File: src/rtl/mrrf_pkg.sv
// ---------------------------------------------------------------------------
// mrrf_pkg
// types, codes and constants shared by the modbus rtu request framer
// ---------------------------------------------------------------------------
`default_nettype none

package mrrf_pkg;

  typedef enum logic [1:0] {
    KIND_READ   = 2'd0,
    KIND_SINGLE = 2'd1,
    KIND_MULTI  = 2'd2,
    KIND_DATA   = 2'd3
  } kind_t;

  typedef logic [1:0] status_t;

  localparam status_t ST_OK         = 2'd0;
  localparam status_t ST_TOO_LONG   = 2'd1;
  localparam status_t ST_UNEXPECTED = 2'd2;

  localparam logic [7:0]  FN_READ_HOLDING = 8'd3;
  localparam logic [7:0]  FN_WRITE_SINGLE = 8'd6;
  localparam logic [7:0]  FN_WRITE_MULTI  = 8'd16;
  localparam logic [15:0] CRC_INIT        = 16'hFFFF;
  localparam logic [15:0] CRC_POLY        = 16'hA001;

  localparam int unsigned WORDS_W = 7;

  // one classified request as handed from the front to the back
  typedef struct packed {
    logic [6:0][7:0] bytes;     // frame bytes, element 0 goes out first
    logic [2:0]      nbytes;    // number of bytes before any crc
    logic            restart;   // start crc from its initial value
    logic            with_crc;  // append crc and close the frame
    status_t         status;    // non-ok means a single error result
  } cmd_t;

endpackage

`default_nettype wire

File: src/rtl/mrrf_front.sv
// ---------------------------------------------------------------------------
// mrrf_front
// accepts request items, tracks the open write multiple frame and
// turns each item into a byte command for the back end
// ---------------------------------------------------------------------------
`default_nettype none

module mrrf_front import mrrf_pkg::*; #(
  parameter int unsigned MAX_FRAME_BYTES = 256
) (
  input  wire logic        clk,
  input  wire logic        rst_n,
  input  wire logic        in_valid,
  input  wire logic        in_ready,
  input  wire kind_t       kind,
  input  wire logic [7:0]  slave_id,
  input  wire logic [15:0] register_address,
  input  wire logic [15:0] quantity,
  input  wire logic [15:0] data_word,
  output cmd_t             cmd
);

  localparam logic [16:0] LIMIT = 17'(MAX_FRAME_BYTES - 9);

  logic               pending_r, pending_nxt;
  logic [WORDS_W-1:0] words_r, words_nxt;
  logic               too_long;
  logic               accept;

  assign accept   = in_valid && in_ready;
  assign too_long = {quantity, 1'b0} > LIMIT;

  always_comb begin
    cmd          = '0;
    cmd.status   = ST_OK;
    pending_nxt  = pending_r;
    words_nxt    = words_r;
    case (kind)
      KIND_READ, KIND_SINGLE: begin
        cmd.bytes[0] = slave_id;
        cmd.bytes[1] = (kind == KIND_READ) ? FN_READ_HOLDING : FN_WRITE_SINGLE;
        cmd.bytes[2] = register_address[15:8];
        cmd.bytes[3] = register_address[7:0];
        cmd.bytes[4] = (kind == KIND_READ) ? quantity[15:8] : data_word[15:8];
        cmd.bytes[5] = (kind == KIND_READ) ? quantity[7:0] : data_word[7:0];
        cmd.nbytes   = 3'd6;
        cmd.restart  = 1'b1;
        cmd.with_crc = 1'b1;
        pending_nxt  = 1'b0;
        words_nxt    = '0;
      end
      KIND_MULTI: begin
        pending_nxt = 1'b0;
        words_nxt   = '0;
        if (too_long) begin
          cmd.status = ST_TOO_LONG;
        end else begin
          cmd.bytes[0] = slave_id;
          cmd.bytes[1] = FN_WRITE_MULTI;
          cmd.bytes[2] = register_address[15:8];
          cmd.bytes[3] = register_address[7:0];
          cmd.bytes[4] = quantity[15:8];
          cmd.bytes[5] = quantity[7:0];
          cmd.bytes[6] = {quantity[6:0], 1'b0};
          cmd.nbytes   = 3'd7;
          cmd.restart  = 1'b1;
          cmd.with_crc = (quantity == 16'd0);
          if (quantity != 16'd0) begin
            pending_nxt = 1'b1;
            words_nxt   = quantity[WORDS_W-1:0];
          end
        end
      end
      KIND_DATA: begin
        if (!pending_r) begin
          cmd.status = ST_UNEXPECTED;
        end else begin
          cmd.bytes[0] = data_word[15:8];
          cmd.bytes[1] = data_word[7:0];
          cmd.nbytes   = 3'd2;
          cmd.with_crc = (words_r == WORDS_W'(1));
          words_nxt    = words_r - WORDS_W'(1);
          // last word owed closes the frame
          if (words_r == WORDS_W'(1)) begin
            pending_nxt = 1'b0;
          end
        end
      end
      default: begin
        cmd.status = ST_UNEXPECTED;
      end
    endcase
  end

  always_ff @(posedge clk) begin
    if (!rst_n) begin
      pending_r <= 1'b0;
      words_r   <= '0;
    end else if (accept) begin
      pending_r <= pending_nxt;
      words_r   <= words_nxt;
    end
  end

endmodule

`default_nettype wire

File: src/rtl/mrrf_queue.sv
// ---------------------------------------------------------------------------
// mrrf_queue
// two-entry command queue between the front and the back end
// ---------------------------------------------------------------------------
`default_nettype none

module mrrf_queue import mrrf_pkg::*; (
  input  wire logic clk,
  input  wire logic rst_n,
  input  wire logic push,
  input  wire cmd_t push_cmd,
  output logic      not_full,
  input  wire logic pop,
  output cmd_t      head,
  output logic      not_empty
);

  cmd_t       entry_r [2];
  logic       wr_ptr_r, rd_ptr_r;
  logic [1:0] count_r;

  assign not_full  = (count_r != 2'd2);
  assign not_empty = (count_r != 2'd0);
  assign head      = entry_r[rd_ptr_r];

  always_ff @(posedge clk) begin
    if (push) begin
      entry_r[wr_ptr_r] <= push_cmd;
    end
  end

  always_ff @(posedge clk) begin
    if (!rst_n) begin
      wr_ptr_r <= 1'b0;
      rd_ptr_r <= 1'b0;
      count_r  <= 2'd0;
    end else begin
      if (push) begin
        wr_ptr_r <= ~wr_ptr_r;
      end
      if (pop) begin
        rd_ptr_r <= ~rd_ptr_r;
      end
      case ({push, pop})
        2'b10:   count_r <= count_r + 2'd1;
        2'b01:   count_r <= count_r - 2'd1;
        default: count_r <= count_r;
      endcase
    end
  end

endmodule

`default_nettype wire

File: src/rtl/mrrf_back.sv
// ---------------------------------------------------------------------------
// mrrf_back
// plays out one command as a byte stream, one byte a cycle while the output
// is ready, keeping the running crc-16 and appending it low byte first
// ---------------------------------------------------------------------------
`default_nettype none

module mrrf_back import mrrf_pkg::*; (
  input  wire logic       clk,
  input  wire logic       rst_n,
  input  wire cmd_t       head,
  input  wire logic       head_valid,
  output logic            pop,
  output logic            out_valid,
  input  wire logic       out_ready,
  output logic [7:0]      tx_byte,
  output logic            frame_end,
  output status_t         status
);

  function automatic logic [15:0] crc_byte(input logic [15:0] crc_in, input logic [7:0] b);
    logic [15:0] c;
    c = crc_in ^ {8'd0, b};
    for (int i = 0; i < 8; i++) begin
      c = c[0] ? ((c >> 1) ^ CRC_POLY) : (c >> 1);
    end
    return c;
  endfunction

  logic        out_valid_r;
  logic [7:0]  byte_r;
  logic        end_r;
  status_t     status_r;
  logic [3:0]  idx_r;
  logic [15:0] crc_r;

  logic        advance, step, is_err, is_data, is_last;
  logic [3:0]  last_idx;
  logic [15:0] crc_cur;
  logic [7:0]  byte_sel;

  assign advance  = !out_valid_r || out_ready;
  assign step     = head_valid && advance;
  assign is_err   = (head.status != ST_OK);
  assign is_data  = (idx_r < {1'b0, head.nbytes});
  assign last_idx = head.with_crc ? ({1'b0, head.nbytes} + 4'd1)
                                  : ({1'b0, head.nbytes} - 4'd1);
  assign is_last  = is_err || (idx_r == last_idx);
  assign crc_cur  = (idx_r == 4'd0 && head.restart) ? CRC_INIT : crc_r;
  assign pop      = step && is_last;

  always_comb begin
    if (is_err) begin
      byte_sel = 8'd0;
    end else if (is_data) begin
      byte_sel = head.bytes[idx_r[2:0]];
    end else if (idx_r == {1'b0, head.nbytes}) begin
      byte_sel = crc_cur[7:0];
    end else begin
      byte_sel = crc_cur[15:8];
    end
  end

  always_ff @(posedge clk) begin
    if (!rst_n) begin
      out_valid_r <= 1'b0;
      idx_r       <= 4'd0;
      crc_r       <= CRC_INIT;
    end else if (step) begin
      out_valid_r <= 1'b1;
      if (!is_err && is_data) begin
        crc_r <= crc_byte(crc_cur, byte_sel);
      end
      if (is_last) begin
        idx_r <= 4'd0;
        if (!is_err && head.with_crc) begin
          crc_r <= CRC_INIT;
        end
      end else begin
        idx_r <= idx_r + 4'd1;
      end
    end else if (out_ready) begin
      out_valid_r <= 1'b0;
    end
  end

  always_ff @(posedge clk) begin
    if (step) begin
      byte_r   <= byte_sel;
      end_r    <= is_err || (head.with_crc && is_last);
      status_r <= head.status;
    end
  end

  assign out_valid = out_valid_r;
  assign tx_byte   = byte_r;
  assign frame_end = end_r;
  assign status    = status_r;

endmodule

`default_nettype wire

File: src/rtl/modbus_rtu_request_framer_top.sv
// ---------------------------------------------------------------------------
// modbus_rtu_request_framer_top
// modbus rtu master request framer with crc-16/modbus
// ---------------------------------------------------------------------------
// Each accepted request item yields its frame bytes on the output stream at
// one byte per cycle: eight for read holding and write single, seven for a
// write multiple header (nine with a quantity of zero), two per data word
// (four on the last), and one error result for a rejected item. out_tready
// and the back-end byte sequencer set the pace; a two-entry command queue
// lets the input take the next items while earlier frames still stream, so a
// steady stream of requests runs at one output byte every cycle. The crc is
// appended low byte first and tlast marks the last byte of a frame.
// ---------------------------------------------------------------------------
`default_nettype none

module modbus_rtu_request_framer_top import mrrf_pkg::*; #(
  parameter int unsigned MAX_FRAME_BYTES = 256
) (
  input  wire logic        clk,
  input  wire logic        rst_n,
  input  wire logic        in_tvalid,
  output logic             in_tready,
  input  wire logic [55:0] in_tdata,   // slave_id, register_address, quantity, data_word
  input  wire logic [1:0]  in_tuser,   // kind
  output logic             out_tvalid,
  input  wire logic        out_tready,
  output logic [7:0]       out_tdata,  // tx_byte
  output logic             out_tlast,  // frame_end
  output logic [1:0]       out_tuser   // status
);

  cmd_t    push_cmd, head;
  logic    q_not_full, q_not_empty, pop;
  status_t status;

  assign in_tready = q_not_full;

  mrrf_front #(
    .MAX_FRAME_BYTES(MAX_FRAME_BYTES)
  ) u_front (
    .clk             (clk),
    .rst_n           (rst_n),
    .in_valid        (in_tvalid),
    .in_ready        (q_not_full),
    .kind            (kind_t'(in_tuser)),
    .slave_id        (in_tdata[7:0]),
    .register_address(in_tdata[23:8]),
    .quantity        (in_tdata[39:24]),
    .data_word       (in_tdata[55:40]),
    .cmd             (push_cmd)
  );

  mrrf_queue u_queue (
    .clk      (clk),
    .rst_n    (rst_n),
    .push     (in_tvalid && q_not_full),
    .push_cmd (push_cmd),
    .not_full (q_not_full),
    .pop      (pop),
    .head     (head),
    .not_empty(q_not_empty)
  );

  mrrf_back u_back (
    .clk       (clk),
    .rst_n     (rst_n),
    .head      (head),
    .head_valid(q_not_empty),
    .pop       (pop),
    .out_valid (out_tvalid),
    .out_ready (out_tready),
    .tx_byte   (out_tdata),
    .frame_end (out_tlast),
    .status    (status)
  );

  assign out_tuser = status;

`ifndef SYNTHESIS
  // an error result is a lone zero byte that closes the frame
  a_err_shape: assert property (@(posedge clk) disable iff (!rst_n)
    (out_tvalid && out_tuser != ST_OK) |-> (out_tlast && out_tdata == 8'd0))
    else $error("error result not a closing zero byte");

  a_reset_idle: assert property (@(posedge clk)
    !rst_n |=> !out_tvalid)
    else $error("output valid after reset");

  // the queue cannot be full while nothing waits at its head
  a_queue_order: assert property (@(posedge clk) disable iff (!rst_n)
    !in_tready |-> q_not_empty)
    else $error("queue full but empty");
`endif

endmodule

`default_nettype wire

File: config.mk
export PLATFORM = sky130hd
export DESIGN_NAME = modbus_rtu_request_framer_top
export DESIGN_NICKNAME = d
export VERILOG_FILES = /design/src/rtl/mrrf_pkg.sv /design/src/rtl/mrrf_front.sv /design/src/rtl/mrrf_queue.sv /design/src/rtl/mrrf_back.sv /design/src/rtl/modbus_rtu_request_framer_top.sv
export SDC_FILE = /design/constraint.sdc
export NUM_CORES = 1
export LEC_CHECK = 0
export ABC_AREA = 1
export BUFFER_PORTS_ARGS = -buffer_cell sky130_fd_sc_hd__buf_2
export CAP_MARGIN = 20
export CORE_ASPECT_RATIO = 1.25
export CORE_MARGIN = 3
export CORE_UTILIZATION = 55
export CTS_CLUSTER_DIAMETER = 100
export CTS_CLUSTER_SIZE = 24
export DETAILED_ROUTE_END_ITERATION = 16
export PLACE_DENSITY_LB_ADDON = 0.05
export SLEW_MARGIN = 20
export SYNTH_ARGS = -nofsm -noshare
export SYNTH_HDL_FRONTEND = slang
export SYNTH_SLANG_ARGS = --single-unit
export TNS_END_PERCENT = 100
File: constraint.sdc
create_clock -name clk -period 5.8 [get_ports clk]
set_input_delay 0 -clock clk [delete_from_list [all_inputs] [get_ports clk]]
set_output_delay 0 -clock clk [all_outputs]
set_load 0.02 [all_outputs]
==> results.md <==
* Worst path bufs/invs at 2
* Die extent in y at 145.8 um
* Share of layout cells above drive strength 1 at 13.48%
* Vias per cell at 5.365
* Mean Syn Cell Area at slightly below 9 sq um
* Slew @ Worst Pin at between 0.9 and 1 ns
* Total number of vias at 7,125
* GPL Wtd Cong at 0.8866
* Post-synthesis mux area share at 0.1164%
* Max clock buf depth at 2
* Final Hold Fails at 0
* Crit-path cells: buf_4 -> o21ai_0 -> ha_1 -> nand2_1 -> nor2_4 -> inv_1 -> nand3_1 -> nand2_1 -> a21oi_4 -> nand2_2 -> nand2_1 -> nand2_1 -> nand2_1 -> nand2_1 -> nand2_1 -> nand2_1 -> nand2_1 -> nand2_2 -> nand2_1 -> nand3_1 -> nand3_1 -> nand2_1 -> nand2_1 -> nand2_1
* Power share of the clock group at 25.5%
* Setup crit start kind: flip-flop
* I/O pins at 75
* Worst hold start: in_tdata[26]
* TNS Setup at 0 ns
* Power Density at 448.7 mW/mm^2
* Nets at ~1,200
* Die area at 0.01718 sq mm
* Leak Pwr at 4.516 nW
* YS warnings at 0
* Setup violators final at 0
* Starting Density at approximately 57%
* Syn nets at 1,055
* GRT Util Overall at 25.41%
* Worst-skew pair later-pin latency at roughly 0.42 ns
* Final Skew at 0.008863 ns
* CTS sink count at 169
* Clock root buffer master: clkbuf_16
* Maxcap violations at 0
* H-tree levels at 4
* Post-Route WL at around 22 mm
* IO buf count at 74
* Hold Path Class: in2reg
* Placed cells at approximately 1,200
* Vias in the first global route at 6,794
* Adder-cell area share of the yosys netlist at 1.688%
* Count of different cell masters after synthesis at 44
* ANT cells at 0
* Slew Limit Headroom at 33.91%
* Crit Path Max Fanout at 61
* Slowest stage delay, CP at roughly 0.52 ns
* Critical setup path kind: reg2reg
* DP HPWL at 14.47 mm
* Sw frac at between 30% and 40%
* Combinational fraction of design power at 38.3%
* Min Tclk post-route at 3.688 ns
* Post-Layout Cell Count at 1,328
* Synth Area in Simple Gates at 23.31%
* Initial antenna violation count at 0
* Post-CTS Setup Bufs at 0
* Detailed Route Iter0 Violations at roughly 620
* CP endpoint kind: flip-flop
* Grt total ovfl at 0
* RSZ-0062 raised after global routing: no
* Syn Inst Count at a little under 1,000
* Die W at 117.8 um
* Status: complete, no violations
* Register bit count reported by yosys at around 170
* First-pass GRT wire length at between 30 and 40 mm
* CTS Buf Count at 17
* Cts repair resizes at 0
* Crit path DAT at 3.99 ns
* Row Count at 50
* Synth async-reset ratio at 0%
* CP max stage cell: buf_4
* Synth Area in XOR/XNOR at 1.120%
* # DRC at 0
* Fmax at between 0.2 and 0.3 GHz
* CP top delay family: simple AND/OR/NAND/NOR gates
* Largest family of logic cells by synthesized area: simple AND/OR/NAND/NOR gates
* Count of flip-flops with a built-in enable after synthesis at 135
* Psw at 0.001775 W
* Clk pin slew, worst setup/hold paths at 0.07 ns
* Critical Path Most Common Cell: nand2_1
* Area grow syn2layout at 20.77%
* Core area at around 0.015 sq mm
* Compound-Gate Fraction of Synth Area at 11.67%
* VDD IR max at 0.2488 mV
* Drt first pass iters at 5
* ANT nets after route at 0
* P_int at just under 0.003 W
* CTS tree: built
* Share of total power in sequential cells at 36.2%
* Seq/Total Area, Yosys at between 50% and 60%
* Part of the cycle the worst path needs at 63.59%
* Largest net degree at the start of global routing at 63
* Routed length per instance at 16.29 um
* Mapped cell area at 0.008598 sq mm
* Main synth FF type: edfxtp_1
* WP data required at approximately 6.1 ns
* Fin. max-slew vios at 0
path summary, 6_finish.rpt:
kind,endpoint,slack (ns),depth (start not counted)
setup / recovery,u_back.crc_r[0],2.11,24
hold / removal,u_queue.entry_r[1][58],0.01,3
setup reg to reg,u_back.crc_r[0],2.11,24
hold reg to reg,u_queue.rd_ptr_r,0.45,1
worst min-delay path, cell delays in order:
cell	delay (ns)
buf_2	0.12
inv_1	0.07
nor2_1	0.07
logic make-up (layout without fill, tap and decap cells):
group                    count (synthesis)  after routing
adder cells (fa/ha/maj)                 11             11
XOR/XNOR                                11             11
multiplexers                             1              1
AO/OA/AOI/OAI                          164            164
buffers and inverters                  149            287
flip-flops                             169            169
AND/OR/NAND/NOR                        477            477
registers in the layout (all words and copies together) (netlist names), 2 cells and up, named ones only:
signal	flops
u_back.status	2
u_back.idx_r	4
u_queue.entry_r	124
u_back.crc_r	16
u_back.tx_byte	8
u_queue.count_r	2
u_front.words_r	7
cells in the final DEF, fill, tap and decap left out, types with 6 or more instances in the layout:
master         instances
edfxtp_1             135
xor2_1                 8
o211ai_1              14
nor2_1                95
a21oi_1               53
dfxtp_1               33
ha_1                  10
inv_1                 96
a22o_1                 9
clkinv_1               6
o21ai_0               57
a21oi_4                7
nand2_2               11
inv_2                  8
buf_2                 74
dlygate4sd3_1         63
a22oi_1                6
nand2_1              256
clkbuf_16             17
buf_4                  8
nand3_1               91
area by class of cell:
cell class	instances	area, sq um
clock buffers	18	429.2
clock inverters	14	193.9
fillers	1216	4756
inverters	110	417.9
multi-input cells	664	3286
flip-flops and latches	169	4736
well taps	208	260.3
repair buffers	145	1061
synth_stat cells (10+ instances only):
library cell,instances,area (sq um)
nand2_1,256,960.9
edfxtp_1,135,4054
nor2_1,97,364.1
inv_1,96,360.4
nand3_1,91,455.4
o21ai_0,57,285.3
a21oi_1,54,270.3
dfxtp_1,34,680.7
buf_2,17,85.08
clkbuf_1,16,60.06
o211ai_1,14,105.1
nand2_2,11,68.82
ha_1,10,125.1
metrics by stage:
step                      instance area, sq um  total power (W)  setup WS (ns)  hold WS, ns  utilization [%]
final                                    10380         0.004659          2.112      0.01271            68.59
after floorplan                           8598         0.003021          1.893       0.1384                -
after detailed placement                  9130         0.003451          2.149       0.3086            60.31
after global routing                     10380         0.004974          1.764      0.02609            68.59
after CTS                                10380         0.004677          2.117    0.0006133            68.59
after global placement                    9130         0.003426          2.210       0.2966            60.31
power by group through the flow:
stage	logic (W)	clock network (W)	registers [W]
global placement	0.00172	0	0.00171
detailed placement	0.00174	0	0.00171
floorplan	0.00127	0	0.00175
finish	0.00178	0.00119	0.00169
CTS	0.00178	0.00121	0.00169
global route	0.00201	0.00126	0.00171
metal layers:
metal	vias up	part of all wire, %	global-route usage, %
met5	-	0	0
met4	0	3.0	10.32
met3	41	4.4	4.627
met2	205	52	45.24
met1	3341	40	30.39
li1	3538	-	-
what timing repair did:
| action | in CTS | in global routing |
|---|---|---|
| endpoints found under the setup margin | 0 | 0 |
| hold buffers | 63 | 0 |
| endpoints found under the hold margin | 104 | 0 |
(Power assumes the default switching activity.)
